### config.mk
export PLATFORM = sky130hd
export DESIGN_NAME = sync_framed_packet_encoder_unit
export DESIGN_NICKNAME = d
export VERILOG_FILES = /design/src/design/fspe_pkg.sv /design/src/design/fspe_front.sv /design/src/design/fspe_fifo.sv /design/src/design/fspe_back.sv /design/src/design/sync_framed_packet_encoder_unit.sv
export SDC_FILE = /design/constraint.sdc
export NUM_CORES = 1
export LEC_CHECK = 0
export BUFFER_PORTS_ARGS = -buffer_cell sky130_fd_sc_hd__buf_2
export CAP_MARGIN = 20
export CORE_MARGIN = 5
export CORE_UTILIZATION = 28
export CTS_CLUSTER_SIZE = 8
export DETAILED_ROUTE_END_ITERATION = 10
export HOLD_SLACK_MARGIN = 0.1
export SYNTH_ARGS = -nofsm -noshare
export SYNTH_HDL_FRONTEND = slang
export SYNTH_SLANG_ARGS = --single-unit
### constraint.sdc
create_clock -name clk_i -period 9.44 [get_ports clk_i]
set_input_delay 0.472 -clock clk_i [delete_from_list [all_inputs] [get_ports clk_i]]
set_output_delay 0.472 -clock clk_i [all_outputs]
set_load 0.05 [all_outputs]
### src/design/fspe_pkg.sv
// Package for the sync-framed packet encoder.
// Holds the opcode and register index codes, step numbers and shared types.
// Used by every module of the block; depends on nothing.
package fspe_pkg;

  localparam int unsigned ByteW = 8;
  localparam int unsigned AddrW = 48;
  localparam int unsigned StepW = 4;
  localparam int unsigned CfgIdxW = 3;

  localparam logic [ByteW-1:0] MaxPayload = 8'd245;

  localparam logic [1:0] OP_INIT   = 2'd0;
  localparam logic [1:0] OP_RX     = 2'd1;
  localparam logic [1:0] OP_STATUS = 2'd2;
  localparam logic [1:0] OP_DATA   = 2'd3;

  localparam logic [CfgIdxW-1:0] CFG_SYNC        = 3'd0;
  localparam logic [CfgIdxW-1:0] CFG_VERSION     = 3'd1;
  localparam logic [CfgIdxW-1:0] CFG_TYPE_INIT   = 3'd2;
  localparam logic [CfgIdxW-1:0] CFG_TYPE_RX     = 3'd3;
  localparam logic [CfgIdxW-1:0] CFG_TYPE_STATUS = 3'd4;

  localparam logic [StepW-1:0] STEP_SYNC    = 4'd0;
  localparam logic [StepW-1:0] STEP_VERSION = 4'd1;
  localparam logic [StepW-1:0] STEP_TYPE    = 4'd2;
  localparam logic [StepW-1:0] STEP_ADDR5   = 4'd3;
  localparam logic [StepW-1:0] STEP_ADDR4   = 4'd4;
  localparam logic [StepW-1:0] STEP_ADDR3   = 4'd5;
  localparam logic [StepW-1:0] STEP_ADDR2   = 4'd6;
  localparam logic [StepW-1:0] STEP_ADDR1   = 4'd7;
  localparam logic [StepW-1:0] STEP_ADDR0   = 4'd8;
  localparam logic [StepW-1:0] STEP_FIELD   = 4'd9;
  localparam logic [StepW-1:0] STEP_LEN     = 4'd10;
  localparam logic [StepW-1:0] STEP_MAX     = 4'd11;

  typedef enum logic [2:0] {
    CMD_INIT,
    CMD_RX,
    CMD_STATUS,
    CMD_DATA,
    CMD_LAST
  } cmd_kind_e;

  typedef struct packed {
    cmd_kind_e          kind;
    logic [AddrW-1:0]   addr;
    logic [ByteW-1:0]   aux;
    logic [ByteW-1:0]   len;
  } cmd_t;

  typedef struct packed {
    logic [ByteW-1:0] sync;
    logic [ByteW-1:0] version;
    logic [ByteW-1:0] type_init;
    logic [ByteW-1:0] type_rx;
    logic [ByteW-1:0] type_status;
  } cfg_regs_t;

  typedef struct packed {
    logic             busy;
    logic [StepW-1:0] step;
  } bk_status_t;

endpackage

### src/design/fspe_front.sv
// Front end of the packet encoder: accepts input beats and turns them into commands.
// Tracks the open receive frame so stray payload beats are dropped here.
// Depends on fspe_pkg.
module fspe_front
  import fspe_pkg::*;
(
  input  logic                    clk_i,
  input  logic                    rst_ni,
  input  logic                    in_valid_i,
  output logic                    in_ready_o,
  input  logic [1:0]              opcode_i,
  input  logic [AddrW-1:0]        peer_address_i,
  input  logic signed [ByteW-1:0] signal_strength_i,
  input  logic [ByteW-1:0]        payload_len_i,
  input  logic [ByteW-1:0]        status_code_i,
  input  logic [ByteW-1:0]        data_byte_i,
  input  logic                    q_ready_i,
  output logic                    q_push_o,
  output cmd_t                    q_cmd_o
);

  logic [ByteW-1:0] left_q, left_d;
  logic             accept;
  logic             push;
  logic [ByteW-1:0] sat_len;

  assign in_ready_o = q_ready_i;
  assign accept     = in_valid_i && q_ready_i;
  assign sat_len    = (payload_len_i > MaxPayload) ? MaxPayload : payload_len_i;

  always_comb begin
    push          = 1'b1;
    left_d        = '0;
    q_cmd_o.kind  = CMD_INIT;
    q_cmd_o.addr  = peer_address_i;
    q_cmd_o.aux   = data_byte_i;
    q_cmd_o.len   = sat_len;
    unique case (opcode_i)
      OP_INIT: begin
        q_cmd_o.kind = CMD_INIT;
      end
      OP_RX: begin
        q_cmd_o.kind = CMD_RX;
        q_cmd_o.aux  = $unsigned(signal_strength_i);
        left_d       = sat_len;
      end
      OP_STATUS: begin
        q_cmd_o.kind = CMD_STATUS;
        q_cmd_o.aux  = status_code_i;
      end
      OP_DATA: begin
        push         = (left_q != '0);
        q_cmd_o.kind = (left_q == 8'd1) ? CMD_LAST : CMD_DATA;
        left_d       = (left_q != '0) ? left_q - 8'd1 : left_q;
      end
      default: begin
        push = 1'b0;
      end
    endcase
  end

  assign q_push_o = accept && push;

  always_ff @(posedge clk_i or negedge rst_ni) begin
    if (!rst_ni) begin
      left_q <= '0;
    end else if (accept) begin
      left_q <= left_d;
    end
  end

endmodule

### src/design/fspe_fifo.sv
// Short command queue between the front end and the byte sequencer.
// Register array with head and tail pointers and a fill count.
// Depends on fspe_pkg.
module fspe_fifo
  import fspe_pkg::*;
#(
  parameter int unsigned DEPTH = 4
) (
  input  logic clk_i,
  input  logic rst_ni,
  input  logic push_i,
  input  cmd_t data_i,
  output logic ready_o,
  output logic valid_o,
  output cmd_t data_o,
  input  logic pop_i
);

  localparam int unsigned PtrW = (DEPTH > 1) ? $clog2(DEPTH) : 1;
  localparam int unsigned CntW = $clog2(DEPTH + 1);
  localparam logic [PtrW-1:0] PtrLast = PtrW'(DEPTH - 1);
  localparam logic [CntW-1:0] CntFull = CntW'(DEPTH);

  cmd_t            mem_q [DEPTH];
  logic [PtrW-1:0] wr_ptr_q, rd_ptr_q;
  logic [CntW-1:0] count_q;
  logic            do_push, do_pop;

  assign ready_o = (count_q != CntFull);
  assign valid_o = (count_q != '0);
  assign data_o  = mem_q[rd_ptr_q];
  assign do_push = push_i && ready_o;
  assign do_pop  = pop_i && valid_o;

  always_ff @(posedge clk_i) begin
    if (do_push) begin
      mem_q[wr_ptr_q] <= data_i;
    end
  end

  always_ff @(posedge clk_i or negedge rst_ni) begin
    if (!rst_ni) begin
      wr_ptr_q <= '0;
      rd_ptr_q <= '0;
      count_q  <= '0;
    end else begin
      if (do_push) begin
        wr_ptr_q <= (wr_ptr_q == PtrLast) ? '0 : wr_ptr_q + 1'b1;
      end
      if (do_pop) begin
        rd_ptr_q <= (rd_ptr_q == PtrLast) ? '0 : rd_ptr_q + 1'b1;
      end
      if (do_push && !do_pop) begin
        count_q <= count_q + 1'b1;
      end else if (do_pop && !do_push) begin
        count_q <= count_q - 1'b1;
      end
    end
  end

endmodule

### src/design/fspe_back.sv
// Byte sequencer of the packet encoder: walks each command through its frame bytes.
// Keeps the running XOR checksum and drives the registered output beat.
// Depends on fspe_pkg.
module fspe_back
  import fspe_pkg::*;
(
  input  logic             clk_i,
  input  logic             rst_ni,
  input  cfg_regs_t        cfg_i,
  input  logic             q_valid_i,
  input  cmd_t             q_cmd_i,
  output logic             q_pop_o,
  output logic             out_valid_o,
  input  logic             out_ready_i,
  output logic [ByteW-1:0] out_byte_o,
  output logic             frame_end_o,
  output bk_status_t       status_o
);

  logic             busy_q, busy_d;
  logic [StepW-1:0] step_q, step_d;
  cmd_t             cur_q, cur_d;
  logic [ByteW-1:0] xor_q, xor_d;
  logic             out_valid_q, out_valid_d;
  logic [ByteW-1:0] out_byte_q, out_byte_d;
  logic             out_end_q, out_end_d;

  cmd_t             act;
  logic [StepW-1:0] step;
  logic             load_en;
  logic             emit;
  logic [ByteW-1:0] cur_byte;
  logic             is_csum;
  logic             is_last;
  logic             clear_xor;
  logic [ByteW-1:0] type_byte;
  logic [ByteW-1:0] addr_byte;

  assign load_en = !out_valid_q || out_ready_i;
  assign act     = busy_q ? cur_q : q_cmd_i;
  assign step    = busy_q ? step_q : STEP_SYNC;
  assign emit    = load_en && (busy_q || q_valid_i);
  assign q_pop_o = load_en && !busy_q && q_valid_i;

  always_comb begin
    type_byte = cfg_i.type_init;
    unique case (act.kind)
      CMD_RX:     type_byte = cfg_i.type_rx;
      CMD_STATUS: type_byte = cfg_i.type_status;
      default:    type_byte = cfg_i.type_init;
    endcase
  end

  always_comb begin
    case (step)
      STEP_ADDR5: addr_byte = act.addr[47:40];
      STEP_ADDR4: addr_byte = act.addr[39:32];
      STEP_ADDR3: addr_byte = act.addr[31:24];
      STEP_ADDR2: addr_byte = act.addr[23:16];
      STEP_ADDR1: addr_byte = act.addr[15:8];
      default:    addr_byte = act.addr[7:0];
    endcase
  end

  always_comb begin
    cur_byte  = act.aux;
    is_csum   = 1'b0;
    is_last   = 1'b0;
    clear_xor = 1'b0;
    unique case (act.kind)
      CMD_DATA: begin
        is_last = 1'b1;
      end
      CMD_LAST: begin
        if (step != STEP_SYNC) begin
          is_csum = 1'b1;
          is_last = 1'b1;
        end
      end
      default: begin
        if (step == STEP_SYNC) begin
          cur_byte  = cfg_i.sync;
          clear_xor = 1'b1;
        end else if (step == STEP_VERSION) begin
          cur_byte = cfg_i.version;
        end else if (step == STEP_TYPE) begin
          cur_byte = type_byte;
        end else if (step <= STEP_ADDR0) begin
          cur_byte = addr_byte;
        end else if (act.kind == CMD_INIT) begin
          is_csum = 1'b1;
          is_last = 1'b1;
        end else if (act.kind == CMD_STATUS) begin
          if (step == STEP_FIELD) begin
            cur_byte = act.aux;
          end else begin
            is_csum = 1'b1;
            is_last = 1'b1;
          end
        end else begin
          if (step == STEP_FIELD) begin
            cur_byte = act.aux;
          end else if (step == STEP_LEN) begin
            cur_byte = act.len;
            is_last  = (act.len != '0);
          end else begin
            is_csum = 1'b1;
            is_last = 1'b1;
          end
        end
      end
    endcase
    if (is_csum) begin
      cur_byte = xor_q;
    end
  end

  always_comb begin
    busy_d      = busy_q;
    step_d      = step_q;
    cur_d       = cur_q;
    xor_d       = xor_q;
    out_valid_d = out_valid_q;
    out_byte_d  = out_byte_q;
    out_end_d   = out_end_q;
    if (emit) begin
      busy_d      = !is_last;
      step_d      = step + 1'b1;
      cur_d       = act;
      out_valid_d = 1'b1;
      out_byte_d  = cur_byte;
      out_end_d   = is_csum;
      if (clear_xor) begin
        xor_d = '0;
      end else if (!is_csum) begin
        xor_d = xor_q ^ cur_byte;
      end
    end else if (out_ready_i) begin
      out_valid_d = 1'b0;
    end
  end

  always_ff @(posedge clk_i or negedge rst_ni) begin
    if (!rst_ni) begin
      busy_q      <= 1'b0;
      step_q      <= '0;
      xor_q       <= '0;
      out_valid_q <= 1'b0;
    end else begin
      busy_q      <= busy_d;
      step_q      <= step_d;
      xor_q       <= xor_d;
      out_valid_q <= out_valid_d;
    end
  end

  always_ff @(posedge clk_i) begin
    cur_q      <= cur_d;
    out_byte_q <= out_byte_d;
    out_end_q  <= out_end_d;
  end

  assign out_valid_o     = out_valid_q;
  assign out_byte_o      = out_byte_q;
  assign frame_end_o     = out_end_q;
  assign status_o.busy   = busy_q;
  assign status_o.step   = step_q;

endmodule

### src/design/sync_framed_packet_encoder_unit.sv
// Sync-framed packet encoder: frames with sync, header, payload and XOR checksum.
// An item's bytes pass through the command queue and the sequencer's registered output beat.
// Throughput: one payload beat per cycle while the queue and output are not stalled; a start beat
// keeps the byte sequencer busy while the command queue takes up to FIFO_DEPTH more beats.
// Reset clears queue, sequencer and frame state and loads the register defaults.
// Depends on fspe_pkg, fspe_front, fspe_fifo and fspe_back.
module sync_framed_packet_encoder_unit
  import fspe_pkg::*;
#(
  parameter int unsigned FIFO_DEPTH = 4
) (
  input  logic                    clk_i,
  input  logic                    rst_ni,
  input  logic                    cfg_valid_i,
  output logic                    cfg_ready_o,
  input  logic [CfgIdxW-1:0]      cfg_index_i,
  input  logic [ByteW-1:0]        cfg_data_i,
  input  logic                    in_valid_i,
  output logic                    in_ready_o,
  input  logic [1:0]              opcode_i,
  input  logic [AddrW-1:0]        peer_address_i,
  input  logic signed [ByteW-1:0] signal_strength_i,
  input  logic [ByteW-1:0]        payload_len_i,
  input  logic [ByteW-1:0]        status_code_i,
  input  logic [ByteW-1:0]        data_byte_i,
  output logic                    out_valid_o,
  input  logic                    out_ready_i,
  output logic [ByteW-1:0]        out_byte_o,
  output logic                    frame_end_o
);

  cfg_regs_t  cfg_q;
  logic       q_push, q_ready, q_valid, q_pop;
  cmd_t       q_in_cmd, q_out_cmd;
  bk_status_t bk_status;

  assign cfg_ready_o = 1'b1;

  always_ff @(posedge clk_i or negedge rst_ni) begin
    if (!rst_ni) begin
      cfg_q.sync        <= 8'd170;
      cfg_q.version     <= 8'd1;
      cfg_q.type_init   <= 8'd1;
      cfg_q.type_rx     <= 8'd2;
      cfg_q.type_status <= 8'd3;
    end else if (cfg_valid_i && cfg_ready_o) begin
      unique case (cfg_index_i)
        CFG_SYNC:        cfg_q.sync        <= cfg_data_i;
        CFG_VERSION:     cfg_q.version     <= cfg_data_i;
        CFG_TYPE_INIT:   cfg_q.type_init   <= cfg_data_i;
        CFG_TYPE_RX:     cfg_q.type_rx     <= cfg_data_i;
        CFG_TYPE_STATUS: cfg_q.type_status <= cfg_data_i;
        default: begin
        end
      endcase
    end
  end

  fspe_front u_front (
    .clk_i             (clk_i),
    .rst_ni            (rst_ni),
    .in_valid_i        (in_valid_i),
    .in_ready_o        (in_ready_o),
    .opcode_i          (opcode_i),
    .peer_address_i    (peer_address_i),
    .signal_strength_i (signal_strength_i),
    .payload_len_i     (payload_len_i),
    .status_code_i     (status_code_i),
    .data_byte_i       (data_byte_i),
    .q_ready_i         (q_ready),
    .q_push_o          (q_push),
    .q_cmd_o           (q_in_cmd)
  );

  fspe_fifo #(
    .DEPTH (FIFO_DEPTH)
  ) u_fifo (
    .clk_i   (clk_i),
    .rst_ni  (rst_ni),
    .push_i  (q_push),
    .data_i  (q_in_cmd),
    .ready_o (q_ready),
    .valid_o (q_valid),
    .data_o  (q_out_cmd),
    .pop_i   (q_pop)
  );

  fspe_back u_back (
    .clk_i       (clk_i),
    .rst_ni      (rst_ni),
    .cfg_i       (cfg_q),
    .q_valid_i   (q_valid),
    .q_cmd_i     (q_out_cmd),
    .q_pop_o     (q_pop),
    .out_valid_o (out_valid_o),
    .out_ready_i (out_ready_i),
    .out_byte_o  (out_byte_o),
    .frame_end_o (frame_end_o),
    .status_o    (bk_status)
  );

  a_pop_needs_entry: assert property (@(posedge clk_i) disable iff (!rst_ni)
    q_pop |-> q_valid)
    else $error("Command queue popped while empty.");

  a_busy_step_nonzero: assert property (@(posedge clk_i) disable iff (!rst_ni)
    bk_status.busy |-> (bk_status.step != STEP_SYNC))
    else $error("Sequencer busy at the sync step.");

  a_busy_step_bound: assert property (@(posedge clk_i) disable iff (!rst_ni)
    bk_status.busy |-> (bk_status.step <= STEP_MAX))
    else $error("Sequencer step ran past the longest frame.");

  a_pop_drains_output: assert property (@(posedge clk_i) disable iff (!rst_ni)
    q_pop |=> out_valid_o)
    else $error("Popped command produced no output beat.");

endmodule

# --- After elaboration in Yosys (flattened, before gate mapping) ---
# Memory sizes are Yosys's and may differ from the RTL's.
# Index checks and enable logic that the tools add are counted.
classes:
  div_mod_pow: 0
  bitwise_logic: 1
  add_sub_neg: 6
  eq_ne: 26
  shifts: 0
  mul: 0
  n_reduce_logical: 34
  n_mux: 53
  n_lt_le_gt_ge: 2
ops:
  columns: ["operator", "n"]
  rows:
  - ["8-bit two-way mux", 14]
  - ["67-bit two-way mux", 1]
  - ["8-bit one-hot mux with 2 select lines", 3]
  - ["8-bit one-hot mux with 5 select lines", 1]
  - ["1-bit two-way mux", 25]
  - ["4-bit by 3-bit equality test with 1-bit output (second input constant)", 4]
  - ["8-bit nonzero test", 2]
  - ["2-bit AND reduction", 7]
  - ["3-bit by 2-bit equality test with 1-bit output (second input constant)", 4]
  - ["3-bit one-hot mux with 4 select lines", 1]
  - ["1-bit logical AND", 9]
  - ["3-bit two-way mux", 3]
  - ["2-bit equality test (second input constant)", 4]
  - ["4-bit by 2-bit equality test with 1-bit output (second input constant)", 2]
  - ["4-bit equality test (second input constant)", 2]
  - ["8-bit by 1-bit equality test with 1-bit output (second input constant)", 1]
  - ["8-bit greater-than comparator (second input constant)", 1]
  - ["8-bit by 1-bit subtractor with 8-bit output (second input constant)", 1]
  - ["8-bit XOR", 1]
  - ["3-bit by 1-bit equality test with 1-bit output (second input constant)", 2]
  - ["3-bit equality test (second input constant)", 2]
  - ["3-bit zero test", 2]
  - ["1-bit zero test", 5]
  - ["2-bit by 1-bit adder with 2-bit output (second input constant)", 2]
  - ["19 further kinds", 23]
word_totals:
  n_memories: 1
  reg_bits: 145
  ram_bits: 268
  mem_bits_ro: 0
  latchBits: 0
  word_cells: 142
  output_inout_bits: 12
  input_bits: 98
memory_table:
  columns: ["name", "words", "width", "read_ports", "rd_ports_with_merged_regs", "wr", "line_no", "source"]
  rows:
  - ["u_fifo.mem_q", 4, 67, 1, 0, 1, "fspe_fifo.sv:24", "cmd_t mem_q [DEPTH];"]

# --- Depth between registers and ports, before layout ---
# Gate-level depths: netlist (run 1).
depth:
  word_depth: 15
  mapped_depth: 17
  ltp_nobuf: 12

# --- Hierarchy ---
# A second synthesis (run 1) with hierarchy kept.
unflattened:
  cells_unflattened: 1133
  hier_area_um2: 18457.7
modules_own_cells:
  columns: ["module", "area_per_inst_um2", "cells_each", "seq_area_each_um2", "instances"]
  rows:
  - ["fspe_fifo", 10087.2, 387, 8222.9, 1]
  - ["fspe_back", 5596.6, 494, 2632.5, 1]
  - ["sync_framed_packet_encoder_unit", 1551.5, 90, 1012.2, 1]
  - ["fspe_front", 1222.4, 162, 200.2, 1]

# --- Worst setup path before layout (run 1) ---
# OpenSTA, ideal clock, no wires.
synth_timing:
  kind: "reg2reg"
  startpoint: "register u_back.out_valid_q, in the netlist u_back.out_valid_o"
  endpoint: "register u_back.xor_q[7]"
  arrival_ns: 6.245
  synth_period_minus_slack_ns: 6.321
  t_required_ns: 9.364
  setup_slack_ns: 3.119
  path_stages_with_launch: 7
  setup_time_ns: 0.076
  path_buffers: 1
  cell_sequence: "dfrtp_1 > nor2b_1 > a21oi_1 > nand2_1 > clkbuf_1 > or4_1 > o21ai_1"
synth_between:
  elab_chain_cells: 4
synth_lines:
  columns: ["item", "line_no", "source"]
  rows:
  - ["start, declared", "fspe_back.sv:24", "logic out_valid_q, out_valid_d;"]
  - ["start signal, assigned", "fspe_back.sv:153", "out_valid_q <= out_valid_d;"]
  - ["1-bit zero test", "fspe_back.sv:39", "assign load_en = !out_valid_q || out_ready_i;"]
  - ["1-bit logical OR", "fspe_back.sv:39", null]
  - ["1-bit logical AND", "fspe_back.sv:42", "assign emit = load_en && (busy_q || q_valid_i);"]
  - ["net u_back.emit", "fspe_back.sv:31", "logic emit;"]
  - ["2-bit AND reduction (no line)", null, null]
  - ["end signal, assigned", "fspe_back.sv:152", "xor_q <= xor_d;"]
  - ["end, declared", "fspe_back.sv:23", "logic [ByteW-1:0] xor_q, xor_d;"]
# The timed path passes the listed nets, and every way through them passes these cells.
# A chain may end at the register's enable or synchronous reset.

# --- Final worst setup path (run 1) ---
layout_timing:
  startpoint: "register u_back.busy_q"
  endpoint: "register u_back.xor_q[5]"
layout_between:
  elab_chain_cells: 15
  elab_cells_between_ends: 52
  cone_classes: "1 x order compare; 14 x eq/ne; 29 x mux; 1 x bitwise; 7 x reduce/logical"
layout_lines:
  columns: ["item", "line_no", "source"]
  rows:
  - ["start, declared", "fspe_back.sv:20", "logic busy_q, busy_d;"]
  - ["start signal, assigned", "fspe_back.sv:150", "busy_q <= busy_d;"]
  - ["4-bit two-way mux", "fspe_back.sv:41", "assign step = busy_q ? step_q : STEP_SYNC;"]
  - ["4-bit equality test", "fspe_back.sv:103", "end else if (step == STEP_LEN) begin"]
  - ["1-bit two-way mux / 8-bit two-way mux (equally long branches)", "fspe_back.sv:103", null]
  - ["1-bit two-way mux / 8-bit two-way mux (equally long branches)", "fspe_back.sv:101", "if (step == STEP_FIELD) begin"]
  - ["1-bit two-way mux / 8-bit two-way mux (equally long branches)", "fspe_back.sv:93", "end else if (act.kind == CMD_STATUS) begin"]
  - ["1-bit two-way mux / 8-bit two-way mux (equally long branches)", "fspe_back.sv:90", "end else if (act.kind == CMD_INIT) begin"]
  - ["1-bit two-way mux / 8-bit two-way mux (equally long branches)", "fspe_back.sv:88", "end else if (step <= STEP_ADDR0) begin"]
  - ["1-bit two-way mux / 8-bit two-way mux (equally long branches)", "fspe_back.sv:86", "end else if (step == STEP_TYPE) begin"]
  - ["1-bit two-way mux / 8-bit two-way mux (equally long branches)", "fspe_back.sv:84", "end else if (step == STEP_VERSION) begin"]
  - ["1-bit two-way mux / 8-bit two-way mux (equally long branches)", "fspe_back.sv:81", "if (step == STEP_SYNC) begin"]
  - ["1-bit one-hot mux with 2 select lines / 8-bit two-way mux (equally long branches)", "fspe_back.sv:70", "unique case (act.kind)"]
  - ["8-bit two-way mux", "fspe_back.sv:113", "if (is_csum) begin"]
  - ["8-bit XOR", "fspe_back.sv:136", "xor_d = xor_q ^ cur_byte;"]
  - ["8-bit two-way mux", "fspe_back.sv:135", "end else if (!is_csum) begin"]
  - ["8-bit two-way mux", "fspe_back.sv:133", "if (clear_xor) begin"]
# Several ways; a longest one is shown, not always the timed one. The select of a mux whose other input is x is not followed.

==> impl_metrics.csv, run 1 <==
group,metric,value,unit
synthesis,synth_most_common_cell,"edfxtp_1",
synthesis,synth-xor-area-share,0.149,%
synthesis,async_reset_ff_share,16.7,%
synthesis,synth_top_family_by_area,"multiplexers",
clocking,tritoncts,"yes",
floorplan,dieArea,68000,um^2
worst_setup_path,worstPathRequired,9.94,ns
synthesis,syn_avg_cell_area,15.1,um^2
run,maxCapViolCount,0,
cells_and_area,fin_util,33.8,%
synthesis,synth_ff_type,"edfxtp_1",
floorplan,die_y,261,um
clocking,cts-root-buf,"clkbuf_16",
synthesis,synthTopCellsByArea,"edfxtp_1, dfrtp_1, mux4_2, mux2_2, nand2_1",
synthesis,yosys-top-cells-count,"edfxtp_1, nand2_1, mux2_2, dfrtp_1, mux4_2",
clocking,cts_resized,0,
placement,io_buffers,108,
sta,rsz0062_at_grt,"false",
worst_hold_path,min_path_type,"input pin to asynchronous set/reset pin",
synthesis,synth.mux.area_fraction,12.1,%
floorplan,die_x,261,um
global_routing,overflow,0,
worst_setup_path,cp-start-kind,"register",
routing,drtIter0Drc,753,
routing,routed_wirelength,41.6,mm
worst_setup_path,cp_max_fo,25,
synthesis,ys_seq_area_share,68.6,%
sta,fin_crit_sh,42.6,%
synthesis,synth_edf_count,344,
sta,setup_violations,0,
clocking,clock_path_buffers,3,
routing,firstDrtPassIters,7,
synthesis,syn_area,17600,um^2
synthesis,netlist_instances,1162,
routing,drcViolationCount,0,
sta,fmax,0.249,GHz
synthesis,synth-seq-cells,413,
clocking,insertion_delay,0.58,ns
floorplan,initial_core_util,28.1,%
cells_and_area,finalInstanceArea,21200,um^2
sta,fin_skew,0.0187,ns
synthesis,synth.net_count,1277,
synthesis,synth_top_area_cell,"edfxtp_1",
global_routing,grt_usage,12.0,%
worst_setup_path,path_class,"register to register",
cells_and_area,drive_gt1_share,24.3,%
synthesis,synthAdderAreaFrac,1.25,%
routing,postRouteAntennaNets,0,
clocking,h-tree-depth,2,
placement,place_congestion,0.885,
global_routing,grt_start_max_net_pins,70,
pwr,ir_drop,0.000191,V
worst_setup_path,cp-end-kind,"register",
sta,drv_slew,0,
sta,fin_setup_tns,0,ns
clocking,cts.sinks,413,
placement,placed_area,19000,um^2
synthesis,synth-compound-area-share,6.75,%
outcome,status,"finished clean",
global_routing,grt_antenna_before_repair,3,
routing,wl_per_cell,18.7,um
cells_and_area,stdcell_count,2218,
synthesis,synth.lib_cells_used.distinct,69,
pwr,leakage,7.48,nW
pwr,cellPowerDensity,339,nW/um^2
synthesis,synth_top_area_share,58.7,%
pwr,power,7.17,mW
synthesis,synthSimpleGateAreaFrac,8.88,%
sta,tightest_slew,1.06,ns
floorplan,num_rows,92,
sta,min_period,4.02,ns
routing,vias_per_cell,4.69,
cells_and_area,synthToLayoutAreaGrowth,20.3,%
global_routing,grt_pass1_vias,10700,
worst_setup_path,critPathArrivalTime,4.52,ns
clocking,hold_buffers,43,
sta,hold_viol_final,0,
clocking,numCtsBuffers,57,
placement,dp_hpwl,27.3,mm
sta,slew_headroom,29.6,%
clocking,cts_setup_buffers,0,
clocking,clk_pin_slew,0.06,ns
synthesis,yosys_warnings,0,
floorplan,coreArea,62600,um^2
cells_and_area,nets,1436,
placement,dp.cells,2064,
global_routing,grt_pass1_wl,64.5,mm
floorplan,pin_count,110,
routing,via_count,10400,
layout make-up:
type	count	area, um^2
clock inverters	3	66.3
flip-flops and latches	413	12100
clock buffers	104	1610
fillers	6107	41400
repair buffers	166	1080
well taps	846	1060
diodes	3	7.51
multi-input cells	654	5160
inverters	29	109
path summary, 6_finish.rpt:
check	startpoint	end	cells after the start	slack (ns)
worst max register to register	u_back.busy_q	u_back.xor_q[5]	12	5.42
worst max-delay path	u_back.busy_q	u_back.xor_q[5]	12	5.42
min in group clk_i	peer_address_i[0]	u_fifo.mem_q[2][16]	1	0.12
max in group asynchronous	rst_ni	u_fifo.rd_ptr_q[0]	2	8.55
worst min register to register	u_back.step_q[0]	u_back.step_q[0]	1	0.50
worst min-delay path	rst_ni	cfg_q[17]	2	0.12
worst max-delay path, cell delays in order (launching register included):
cell and delay, ns:
dfrtp_2 0.55, and2_1 0.24, inv_1 0.09, ha_1 0.67
nand2b_1 0.18, nand2_1 0.43, o21ai_0 0.21, o211ai_1 0.28
inv_1 0.33, a21oi_1 0.20, o211ai_1 0.14, or4_1 0.51
o21ai_1 0.09
kinds of logic (layout without fill, tap and decap cells):
logic type / count (synthesis) / in the layout
flops: 413 / 413
simple gates: 324 / 324
compound gates: 177 / 177
mux: 132 / 132
buf+inv: 95 / 302
fa+ha+maj: 17 / 17
xor+xnor: 3 / 3
other cells: 1 / 4
layout by cell type (no fill, tap or decap), types with 9 or more instances in the layout:
cell type	count
a21oi_1	45
a22o_1	9
a22oi_1	17
and2_1	12
buf_2	109
buf_4	13
clkbuf_1	46
clkbuf_16	57
dfrtp_1	57
dfstp_2	9
dlygate4sd3_1	43
edfxtp_1	344
ha_1	16
inv_1	27
mux2_2	62
mux2i_1	11
mux4_2	59
nand2_1	154
nand3_1	19
nand4_1	10
nor2_1	42
nor2b_1	10
nor3b_1	9
o21ai_0	28
o21ai_1	13
or4_1	12
power breakdown:
part	leakage (nW)	internal [mW]	switching (mW)	total, mW
sequential	4.02	2.60	0.270	2.87
clock	0.792	1.14	0.741	1.88
combinational	2.67	0.929	1.49	2.42
metal layers:
layer,track usage (%),vias to the layer above,wire length [um]
li1,-,4827,-
met1,17.0,5223,19100
met2,19.2,299,19400
met3,2.22,57,2150
met4,3.32,0,913
met5,0,-,0
sequential cells by signal, indices dropped and copies added (netlist names):
name and count:
u_fifo.count_q 3, u_back.cur_q 67, u_fifo.rd_ptr_q 2, u_back.xor_q 8
u_back.out_byte_o 8, u_fifo.wr_ptr_q 2, u_back.step_q 4, u_fifo.mem_q 268
u_back.busy_q 1, u_back.out_valid_o 1, u_back.frame_end_o 1, cfg_q 40
u_front.left_q 8
metrics by stage:
stage	hold slack, ns	worst slack [ns]
global route	0.107	4.96
floorplan	0.176	3.12
detailed placement	0.490	5.48
CTS	0.101	5.44
finish	0.123	5.42
global placement	0.478	5.60
Note: power is estimated with default switching activity, not from simulation.
==> run 2: changes to the inputs <==
==> constraint.sdc (replaced) <==
create_clock -name clk_i -period 3.77 [get_ports clk_i]
set_input_delay 0.1885 -clock clk_i [delete_from_list [all_inputs] [get_ports clk_i]]
set_output_delay 0.1885 -clock clk_i [all_outputs]
set_load 0.05 [all_outputs]
==> run 2 against run 1 <==
Combinational power increased to 2.6 times the previous value. Sequential power increased by 150%. Setup slack got worse by 5.1 ns. Flip-flop and latch count did not move. Critical path depth is 2 lower. Register-to-register slack got worse by 5.1 ns. Die area stayed put. Final area increased by 2.4%. Sequential share of layout area down 1.3 points. Critical path type unchanged. Highest routed layer unchanged.
==> impl_metrics.csv, run 2 (synthesis results as in run 1) <==
group,metric,value,unit
cells_and_area,largest_reg_flops,268,
clocking,h-tree-depth,2,
floorplan,die_x,261,um
cells_and_area,synthToLayoutAreaGrowth,23.2,%
sta,setup_violations,0,
global_routing,grt_pass1_vias,11100,
pwr,p_int,11.8,mW
worst_setup_path,cpPeakStageDelay,0.63,ns
clocking,clk_pin_slew,0.05,ns
worst_setup_path,critPathTopFamily,"simple AND/OR/NAND/NOR gates",
placement,dp_hpwl,28.8,mm
sta,fin_crit_sh,92.4,%
worst_setup_path,critPathSlowestCell,"or4_1",
pwr,p_seq_share,39.1,%
worst_hold_path,min_path_type,"input pin to register",
clocking,cts_setup_buffers,0,
worst_setup_path,cp_max_fo,18,
pwr,ir_drop,0.000377,V
floorplan,pin_count,110,
pwr,p_comb_share,35.2,%
worst_setup_path,path_class,"register to register",
worst_setup_path,critPathArrivalTime,3.78,ns
placement,io_buffers,108,
worst_setup_path,cp-start-kind,"register",
global_routing,overflow,0,
sta,fin_hold_ws,0.125,ns
placement,place_congestion,0.866,
worst_hold_path,hold_path_startpoint,"cfg_index_i[2]",
clocking,tritoncts,"yes",
clocking,numCtsBuffers,57,
cells_and_area,regMostFlops,"u_fifo.mem_q",
routing,routed_wirelength,42.5,mm
routing,drtIter0Drc,938,
pwr,cellPowerDensity,836,nW/um^2
global_routing,grt_antenna_before_repair,2,
cells_and_area,mostFrequentLayoutCell,"edfxtp_1",
floorplan,initial_core_util,28.1,%
clocking,cts-root-buf,"clkbuf_16",
sta,tightest_slew,0.881,ns
clocking,insertion_delay,0.58,ns
clocking,clock_path_buffers,3,
sta,min_period,3.49,ns
run,maxCapViolCount,0,
global_routing,grt_pass1_wl,66.0,mm
routing,postRouteAntennaNets,0,
cells_and_area,fin_util,34.6,%
floorplan,coreArea,62600,um^2
sta,slew_headroom,41.1,%
sta,fmax,0.287,GHz
sta,fin_setup_tns,0,ns
cells_and_area,final_cell_mix,"edfxtp_1, nand2_1, buf_2",
worst_setup_path,worstPathRequired,4.06,ns
worst_setup_path,path_cells,"and2_1, ha_1, buf_4, nand2b_1, or4_1, and2_1, a22o_1, or4b_1, o211ai_1, o21ai_0",
pwr,leakage,7.73,nW
floorplan,die_y,261,um
worst_setup_path,cp.buffers_inverters,1,
global_routing,grt_usage,12.3,%
pwr,power_frac_clock,25.7,%
clocking,cts.sinks,413,
routing,vias_per_cell,4.67,
worst_setup_path,cp-end-kind,"register",
routing,wl_per_cell,18.7,um
cells_and_area,reg_top3,"u_fifo.mem_q x268, u_back.cur_q x67, cfg_q x40",
routing,firstDrtPassIters,6,
pwr,switching_share,34.8,%
cells_and_area,drive_gt1_share,24.7,%
sta,drv_slew,0,
outcome,status,"finished clean",
routing,via_count,10600,
routing,drcViolationCount,0,
sta,hold_viol_final,0,
sta,rsz0062_at_grt,"false",
global_routing,grt_start_max_net_pins,68,
cells_and_area,nets,1492,
worst_setup_path,crit_start,"u_back.busy_q",
floorplan,dieArea,68000,um^2
worst_setup_path,r2r-start,"u_back.busy_q",
floorplan,num_rows,92,
sta,fin_skew,0.0249,ns
worst_setup_path,cpMostUsedCell,"and2_1",
pwr,p_switching,6.30,mW
## run 2: changes by cell type in the layout (fill, tap and decap cells not counted), sizes merged
cell	change
inv	-1
diode	-1
clkbuf	-2
buf	+21
clkinv	+1
dlygate4sd3	+35
## run 2: worst paths after layout
kind / end / slack (ns) / depth (start not counted)
setup / recovery: u_back.out_byte_o[5] / 0.28 / 10
hold / removal: cfg_q[37] / 0.12 / 3
setup reg to reg: u_back.out_byte_o[5] / 0.28 / 10
hold reg to reg: u_back.step_q[0] / 0.49 / 1
max in group asynchronous: u_back.xor_q[3] / 2.71 / 3
min in group asynchronous: cfg_q[1] / 0.19 / 2
## run 2: per-layer routing
metal  track usage [%]  part of all wire (%)  vias up  routed length [um]
met5                 0                     0        -                   0
met4              3.90                   2.8        0                1180
met3              1.84                   4.4       77                1850
met2              19.4                    46      258               19600
met1              17.7                    47     5338               19900
li1                  -                     -     4933                   -
## run 2: worst reg2reg max path: stages, from the launching register on
cell and delay [ns]:
dfrtp_2 0.56, and2_1 0.23, ha_1 0.16, buf_4 0.19
nand2b_1 0.20, or4_1 0.63, and2_1 0.26, a22o_1 0.22
or4b_1 0.47, o211ai_1 0.15, o21ai_0 0.13
## run 2: metrics by stage
stage	area [um^2]	worst slack [ns]	instances	total power, mW
after global placement	19200	0.416	2085	13.4
after global routing	21700	0.0824	2269	19.2
after floorplan	17600	0.00950	1162	11.5
after CTS	21700	0.318	2266	18.3
final	21700	0.285	2271	18.1
after detailed placement	19200	0.347	2085	13.5
## run 2: what timing repair did
item	4_1_cts	5_1_grt
hold endpoints to repair	362	1
resized for setup	0	0
hold buffers	76	2
## run 2: final cells by class
| type | instances | area (um^2) |
|---|---|---|
| clock inverters | 3 | 50.0 |
| inverters | 29 | 109 |
| fillers | 6062 | 40900 |
| well taps | 846 | 1060 |
| diodes | 2 | 5.00 |
| repair buffers | 222 | 1630 |
| multi-input cells | 654 | 5160 |
| clock buffers | 102 | 1600 |
| flip-flops and latches | 413 | 12100 |
## run 2: power by group through the flow
stage / logic [mW] / clock network, mW / registers [mW]
CTS: 6.45 / 4.77 / 7.09
floorplan: 4.41 / 0 / 7.07
global route: 7.03 / 4.99 / 7.20
finish: 6.37 / 4.66 / 7.09
detailed placement: 6.36 / 0 / 7.16
global placement: 6.26 / 0 / 7.13
==> run 3: changes to the inputs <==
--- a/config.mk
+++ b/config.mk
@@ -5,6 +5,7 @@
 export SDC_FILE = /design/constraint.sdc
 export NUM_CORES = 1
 export LEC_CHECK = 0
+export ABC_AREA = 1
 export BUFFER_PORTS_ARGS = -buffer_cell sky130_fd_sc_hd__buf_2
 export CAP_MARGIN = 20
 export CORE_MARGIN = 5
==> run 3 against run 2 <==
Wire length grew 11%. Final area grew 4.5%. Sequential share of layout area shrank 2.4 points. Critical path depth grew 8. Critical path type unchanged.
==> impl_metrics.csv, run 3 <==
group,metric,value,unit
global_routing,grt_antenna_before_repair,3,
cells_and_area,nets,2123,
worst_setup_path,r2r-start,"u_back.busy_q",
pwr,leakage,8.83,nW
pwr,cellPowerDensity,817,nW/um^2
worst_setup_path,cp-end-kind,"register",
synthesis,synth_edf_count,344,
global_routing,top_usage_layer,"met2",
synthesis,synth.net_count,1915,
clocking,h-tree-depth,2,
cells_and_area,final_cell_mix,"nand2_1, edfxtp_1, nor2_1",
floorplan,die_y,267,um
placement,placed_area,20300,um^2
clocking,clock_path_buffers,3,
sta,fin_hold_ws,0.113,ns
run,maxCapViolCount,0,
cells_and_area,largest_reg_flops,268,
clocking,cts_resized,0,
cells_and_area,drive_gt1_share,15.2,%
sta,fmax,0.307,GHz
floorplan,dieArea,71400,um^2
sta,setup_violations,0,
sta,setup_ws,0.508,ns
routing,drtIter0Drc,905,
routing,routed_wirelength,47.3,mm
floorplan,die_x,267,um
pwr,power,18.5,mW
routing,drcViolationCount,0,
cells_and_area,stdcell_count,2896,
pwr,ir_drop,0.000395,V
sta,drv_slew,0,
floorplan,initial_core_util,28.2,%
synthesis,synth_ff_type,"edfxtp_1",
worst_setup_path,cp.buffers_inverters,2,
cells_and_area,mostFrequentLayoutCell,"nand2_1",
clocking,cts-root-buf,"clkbuf_16",
global_routing,grt_usage,12.9,%
synthesis,netlist_instances,1800,
worst_hold_path,hold_path_startpoint,"signal_strength_i[2]",
synthesis,synthAdderAreaFrac,1.19,%
sta,min_period,3.26,ns
worst_setup_path,path_class,"register to register",
global_routing,overflow,0,
routing,postRouteAntennaNets,0,
worst_setup_path,cpPeakStageDelay,0.86,ns
global_routing,grt_start_max_net_pins,105,
sta,tightest_slew,0.802,ns
clocking,clk_pin_slew,0.05,ns
worst_setup_path,cpMostUsedCell,"nand2_1",
floorplan,pin_count,110,
global_routing,use_met2,22.2,%
clocking,tritoncts,"yes",
synthesis,synthSimpleGateAreaFrac,20.5,%
placement,post-place-ws,0.511,ns
synthesis,async_reset_ff_share,16.7,%
worst_setup_path,path_cells,"nand2_1, inv_1, ha_1, inv_1, nor2_1, nand3_1, nand2_1, nor2_1, nand2_1, a21oi_1, nand2_1, nand2_1, nand2_1, nand2_1, nand2_1, nand2_1, nand2_1, nand2_1",
synthesis,yosys-top-cells-count,"nand2_1, edfxtp_1, nor2_1, o21ai_0, inv_1",
worst_setup_path,critPathSlowestCell,"dfrtp_1",
clocking,cts.sinks,413,
synthesis,synth.mux.area_fraction,0,%
placement,dp.cells,2729,
sta,hold_viol_final,0,
outcome,status,"finished clean",
routing,vias_per_cell,4.57,
worst_hold_path,min_path_type,"input pin to register",
synthesis,synth_top_family_by_area,"simple AND/OR/NAND/NOR gates",
routing,wl_per_cell,16.3,um
worst_setup_path,cp_max_fo,23,
placement,place_congestion,0.883,
routing,via_count,13200,
synthesis,syn_avg_cell_area,10.3,um^2
placement,io_buffers,108,
sta,fin_crit_sh,86.5,%
synthesis,ys_seq_area_share,65.1,%
sta,rsz0062_at_grt,"false",
routing,firstDrtPassIters,5,
worst_setup_path,crit_start,"u_back.busy_q",
synthesis,synth.lib_cells_used.distinct,46,
global_routing,grt_pass1_wl,73.4,mm
worst_setup_path,critPathTopFamily,"simple AND/OR/NAND/NOR gates",
cells_and_area,reg_top3,"u_fifo.mem_q x268, u_back.cur_q x67, cfg_q x40",
cells_and_area,regMostFlops,"u_fifo.mem_q",
synthesis,synth-seq-cells,413,
synthesis,synth_top_area_share,55.8,%
worst_setup_path,cp-start-kind,"register",
worst_setup_path,worstPathRequired,4.24,ns
sta,fin_skew,0.0144,ns
clocking,hold_buffers,84,
global_routing,met1_usage,16.9,%
synthesis,synth-xor-area-share,0.142,%
floorplan,coreArea,65700,um^2
synthesis,yosys_warnings,0,
sta,slew_headroom,46.5,%
global_routing,grt_pass1_vias,13100,
placement,dp_hpwl,32.0,mm
synthesis,synth-compound-area-share,8.11,%
synthesis,synth_top_area_cell,"edfxtp_1",
clocking,numCtsBuffers,57,
synthesis,synth_most_common_cell,"nand2_1",
worst_setup_path,critPathArrivalTime,3.74,ns
floorplan,num_rows,94,
cells_and_area,finalInstanceArea,22700,um^2
synthesis,syn_area,18500,um^2
cells_and_area,synthToLayoutAreaGrowth,22.3,%
synthesis,synthTopCellsByArea,"edfxtp_1, dfrtp_1, nand2_1, o21ai_0, nor2_1",
global_routing,gr-usage-met3,2.36,%
clocking,insertion_delay,0.59,ns
clocking,cts_setup_buffers,0,
==> run 3: cell count changes in the layout (fill, tap and decap cells not counted), moves of 20 or more <==
cell	delta
nand3_1	+86
mux4_2	-59
clkbuf_1	-23
o21ai_0	+153
mux2_2	-62
inv_1	+95
or2_2	+48
and2_1	+20
nor2_1	+193
nand2_1	+240
==> run 3: worst paths after layout <==
kind	to	depth (start not counted)	slack [ns]
setup / recovery	u_back.xor_q[1]	18	0.51
hold / removal	u_fifo.mem_q[1][10]	3	0.11
setup reg to reg	u_back.xor_q[1]	18	0.51
hold reg to reg	cfg_q[4]	2	0.49
max in group asynchronous	cfg_q[27]	3	2.52
min in group asynchronous	cfg_q[16]	2	0.24
==> run 3: layer usage <==
layer  vias to the layer above  part of all wire [%]  wire length, um
li1                       6486                     -                -
met1                      6392                    44            20900
met2                       277                    49            23400
met3                        82                   4.3             2010
met4                         6                   2.2             1030
met5                         -                 0.072               34
==> run 3: logic make-up (layout without fill, tap and decap cells) <==
logic type / count (synthesis) / after routing
flip-flops: 413 / 413
other: 1 / 2
buffers and inverters: 218 / 449
AND/OR/NAND/NOR: 871 / 871
XOR/XNOR: 3 / 3
adder cells (fa/ha/maj): 17 / 17
AO/OA/AOI/OAI: 277 / 277
==> run 3: worst min-delay path: stages <==
cell     delay, ns
buf_2         0.09
nand2_1       0.05
a31oi_1       0.17
==> run 3: power by group <==
group / total (mW) / switching (mW) / internal, mW / leakage (nW)
clock network: 4.54 / 1.78 / 2.76 / 0.749
registers: 7.04 / 0.485 / 6.55 / 4.04
logic: 6.93 / 4.69 / 2.24 / 4.03
total: 18.5 / 6.96 / 11.6 / 8.83
==> run 3: stage by stage <==
stage	TNS, ns	util (%)
6_report	0	34.5
5_1_grt	0	34.5
4_1_cts	0	34.5
3_5_place_dp	0	30.8
3_3_place_gp	0	30.8
2_1_floorplan	-283.25	-
==> run 3: cell type report <==
class / count / area, um^2
fill: 6520 / 43100
sequential: 413 / 12100
multi-input combinational: 1169 / 5570
timing repair buffer: 232 / 1860
clock buffer: 80 / 1530
tap: 864 / 1080
inverter: 135 / 513
clock inverter: 2 / 20.0
antenna: 1 / 2.50
